==> src/hdl/tccw_pkg.sv <==
package tccw_pkg;

    // Command codes carried in the request.
    localparam logic [1:0] CMD_PUT        = 2'd0;
    localparam logic [1:0] CMD_CLEAR      = 2'd1;
    localparam logic [1:0] CMD_CLEAR_HOME = 2'd2;
    localparam logic [1:0] CMD_READ       = 2'd3;

    localparam logic [7:0] NEWLINE_CODE = 8'd10;

    // Configuration register indexes.
    localparam int         CFG_IDX_W     = 4;
    localparam logic [CFG_IDX_W-1:0] CFG_COLUMNS   = 4'd0;
    localparam logic [CFG_IDX_W-1:0] CFG_ATTRIBUTE = 4'd1;

    localparam int         COLUMNS_RESET = 80;
    localparam logic [7:0] ATTR_RESET    = 8'h0F;

    typedef struct packed {
        logic [1:0]  cmd;
        logic [7:0]  char_code;
        logic [10:0] cell_index;
    } tccw_req_t;

    typedef struct packed {
        logic [6:0]  cursor_col;
        logic [4:0]  cursor_row;
        logic [10:0] cursor_linear;
        logic        did_scroll;
        logic [15:0] cell_data;
    } tccw_rsp_t;

    // Commands from the controller to the datapath.
    typedef struct packed {
        logic accept;
        logic walk_step;
        logic init_walk;
        logic load_out;
    } tccw_cmd_t;

    // Status from the datapath to the controller.
    typedef struct packed {
        logic start_walk;
        logic walk_last;
    } tccw_stat_t;

endpackage

==> src/hdl/tccw_ctrl.sv <==
module tccw_ctrl (
    input  logic                  clk,
    input  logic                  rst_n,
    input  logic                  req_valid,
    output logic                  req_stall,
    output logic                  rsp_valid,
    input  logic                  rsp_stall,
    input  tccw_pkg::tccw_stat_t  stat,
    output tccw_pkg::tccw_cmd_t   ctl
);
    import tccw_pkg::*;

    localparam logic [1:0] ST_INIT   = 2'd0;
    localparam logic [1:0] ST_IDLE   = 2'd1;
    localparam logic [1:0] ST_WALK   = 2'd2;
    localparam logic [1:0] ST_FINISH = 2'd3;

    logic [1:0] state_reg, state_next;
    logic       rsp_valid_reg, rsp_valid_next;
    logic       accept;
    logic       out_free;

    assign accept    = req_valid && (state_reg == ST_IDLE);
    assign out_free  = !rsp_valid_reg || !rsp_stall;
    assign req_stall = (state_reg != ST_IDLE);
    assign rsp_valid = rsp_valid_reg;

    always_comb
    begin
        ctl.accept    = accept;
        ctl.walk_step = (state_reg == ST_WALK) || (state_reg == ST_INIT);
        ctl.init_walk = (state_reg == ST_INIT);
        ctl.load_out  = (state_reg == ST_FINISH) && out_free;
    end

    always_comb
    begin
        state_next = state_reg;
        unique case (state_reg)
            ST_INIT:
            begin
                if (stat.walk_last)
                    state_next = ST_IDLE;
            end
            ST_IDLE:
            begin
                if (accept)
                    state_next = stat.start_walk ? ST_WALK : ST_FINISH;
            end
            ST_WALK:
            begin
                if (stat.walk_last)
                    state_next = ST_FINISH;
            end
            ST_FINISH:
            begin
                if (out_free)
                    state_next = ST_IDLE;
            end
            default:
            begin
                state_next = ST_INIT;
            end
        endcase
    end

    always_comb
    begin
        if (ctl.load_out)
            rsp_valid_next = 1'b1;
        else
            rsp_valid_next = rsp_valid_reg && rsp_stall;
    end

    always_ff @(posedge clk or negedge rst_n)
    begin
        if (!rst_n)
        begin
            state_reg     <= ST_INIT;
            rsp_valid_reg <= 1'b0;
        end
        else
        begin
            state_reg     <= state_next;
            rsp_valid_reg <= rsp_valid_next;
        end
    end

endmodule

==> config.mk <==
export PLATFORM = sky130hd
export DESIGN_NAME = tccw_ctrl
export DESIGN_NICKNAME = d
export VERILOG_FILES = /design/src/hdl/tccw_pkg.sv /design/src/hdl/tccw_ctrl.sv
export SDC_FILE = /design/constraint.sdc
export NUM_CORES = 1
export LEC_CHECK = 0
export ABC_CLOCK_PERIOD_IN_PS = 1400
export BUFFER_PORTS_ARGS = -buffer_cell sky130_fd_sc_hd__buf_2
export CORE_AREA = 2 2 39 41
export CTS_CLUSTER_SIZE = 25
export DETAILED_ROUTE_END_ITERATION = 6
export DIE_AREA = 0 0 41 43
export SYNTH_ARGS = -nofsm -noshare
export SYNTH_HDL_FRONTEND = slang
export SYNTH_SLANG_ARGS = --single-unit
export TNS_END_PERCENT = 50
==> constraint.sdc <==
create_clock -name clk -period 1.4 [get_ports clk]
set_input_delay 0 -clock clk [delete_from_list [all_inputs] [get_ports clk]]
set_output_delay 0 -clock clk [all_outputs]
set_load 0.05 [all_outputs]
==> key figures <==
STA
  • Worst slew pin tran: 0.251 ns
  • Clock skew: 0.00125 ns
  • TNS Setup: 0 ns
  • Max-slew violation count: 0
  • Period utilization: 96.8%
  • Fmax: 738 MHz
  • Final setup vio count: 0
  • RSZ-0062 raised after global routing: true
  • Endpoints failing hold: 0
  • Final Worst Setup Slack: 0.0443 ns
  • Crit path time final: 1.36 ns
  • Slew margin rel.: 83.4%
  • Hold_ws: 0.0322 ns

Detailed routing
  • DRC errors left: 0
  • DR iter-0 viols: 3
  • Drt total wl: 528 microns
  • Drt via density: 3.73
  • Drt pass-1 iters: 2
  • DR vias: 209
  • Final antenna-violating net count: 0
  • DR WL/cell: 9.43 microns

Clocking
  • CTS Sinks: 3
  • Post-CTS setup repair buffer count: 0
  • Worst-path clk slew: 0.04 ns
  • # H-tree levels: 1
  • Bufs on Longest Clock Path: 2
  • Total CTS buffers: 3
  • CTS tree: yes
  • Worst-skew pair later-pin latency: 0.23 ns
  • Clk root buf: clkbuf_4

Global route
  • Initial antenna violation count: 0
  • Total gr overflow: 0
  • Gr usage total: 6.45%
  • Vias in the first global route: 195
  • First-pass GRT wire length: 717 microns
  • Largest net degree at the start of global routing: 5

Synthesis
  • Syn avg cell area: 10.6 sq um
  • Main synth FF type: dfrtp_1
  • Synth cell types: 13
  • Synth Cell Area: 234 sq um
  • Yosys top cell by area: dfrtp_1
  • Syn Nets: 32
  • Synth Instances: 22
  • Yosys top cell area share: 32.1%
  • Seq cells post-synth: 3
  • Synth area leaders: dfrtp_1 (32%), ha_1 (21%), mux2_1 (9.6%)
  • Async SR Flop Fraction: 100%
  • Synth warnings: 0
  • Post-synth top cells: ha_1 (4), inv_1 (4), dfrtp_1 (3)
  • Register area share after synthesis: 32.1%
  • Post-synth EDFFs: 0

Hold path
  • Hold Crit Start: rsp_stall
  • Hold Path End: rsp_valid
  • WHS Path Cells: 2
  • Worst hold path class: in -> reg

Placed design
  • Port bufs: 11
  • Detailed placement HPWL: 376 microns
  • Dpl ws: -0.0171 ns
  • Routability cong.: 0.656

Final layout
  • Share of layout cells above drive strength 1: 75.0%
  • Final nets: 51
  • Layout area overhead: 80.7%
  • Max FFs per register: 2
  • Number of diodes: 0

Setup path
  • CP startpoint kind: flop
  • Crit path max fanout: 4
  • Required time worst endpoint: 1.51 ns
  • R2r endpoint: state_reg[1]
  • Critical setup path kind: reg -> reg
  • Critical path arrival: 1.47 ns
  • R2R setup slack: 0.04 ns
  • R2R depth: 5
  • Reg2reg start: state_reg[1]
  • CP endpoint kind: flop

Floorplanning
  • I/O pins: 12
  • Die X: 41 microns
  • Die area: 1760 sq um
  • Core area: 1380 sq um
  • FP Rows: 14
  • Initial core utilization: 16.9%
  • Die H: 43 microns

Job
  • Max-cap viol count: 0

Outcome
  • Status: complete, no violations
## area by class of cell
| type | count | area (sq um) |
|---|---|---|
| Fill cell | 160 | 961 |
| Multi-Input combinational cell | 13 | 190 |
| Inverter | 5 | 21.3 |
| Sequential cell | 3 | 75.1 |
| Tap cell | 16 | 20.0 |
| Timing Repair Buffer | 15 | 90.1 |
| Clock buffer | 4 | 26.3 |
## metal layers
layer,routed length [microns],GRT usage (%),vias to the layer above
met2,308,8.44,7
met3,37,1.57,0
met4,0,8.00,0
met5,0,0,-
met1,181,7.14,95
li1,-,-,107
## worst max-delay path: stages (launching register included)
cell	delay [ns]
dfrtp_1	0.41
inv_2	0.12
ha_4	0.15
inv_4	0.04
o221ai_4	0.19
mux2_4	0.32
## layout by cell type (no fill, tap or decap), drive strengths merged, types with 2 or more instances in the layout
cell    synthesis  final
mux2            2      2
buf             1     13
dfrtp           3      3
inv             5      5
clkbuf          0      5
ha              4      4
## worst max path at each step
stage / startpoint / endpoint / slack [ns] / cells past startpoint
after floorplan: state_reg[0] / state_reg[0] / -0.006 / 5
after global placement: state_reg[0] / state_reg[0] / -0.0008 / 5
after detailed placement: state_reg[0] / state_reg[0] / -0.02 / 5
after CTS: state_reg[0] / state_reg[0] / 0.005 / 5
after global routing: state_reg[1] / state_reg[1] / -0.009 / 5
final: state_reg[1] / state_reg[1] / 0.04 / 5
## cell families after synthesis
family | share of synthesized area, %
compound gates | 16.0
mux | 9.62
fa+ha+maj | 21.4
simple gates | 9.62
buf+inv | 11.2
flops | 32.1
## per-stage QoR
stage	instance area [sq um]	cells	utilization, %
6_report	423	56	30.6
2_1_floorplan	255	22	-
3_3_place_gp	345	51	25.0
4_1_cts	394	56	28.5
5_1_grt	423	56	30.6
3_5_place_dp	345	51	25.0
## what timing repair did
| action | in CTS | in global routing |
|---|---|---|
| setup endpoints to repair | 2 | 3 |
| endpoints found under the hold margin | 3 | 0 |
| resized for setup | 3 | 6 |
| hold buffers | 1 | 0 |
Power is left out: the tool's default activity adds up to more than one toggle a clock period on the data nets, which glitch-free logic cannot reach.
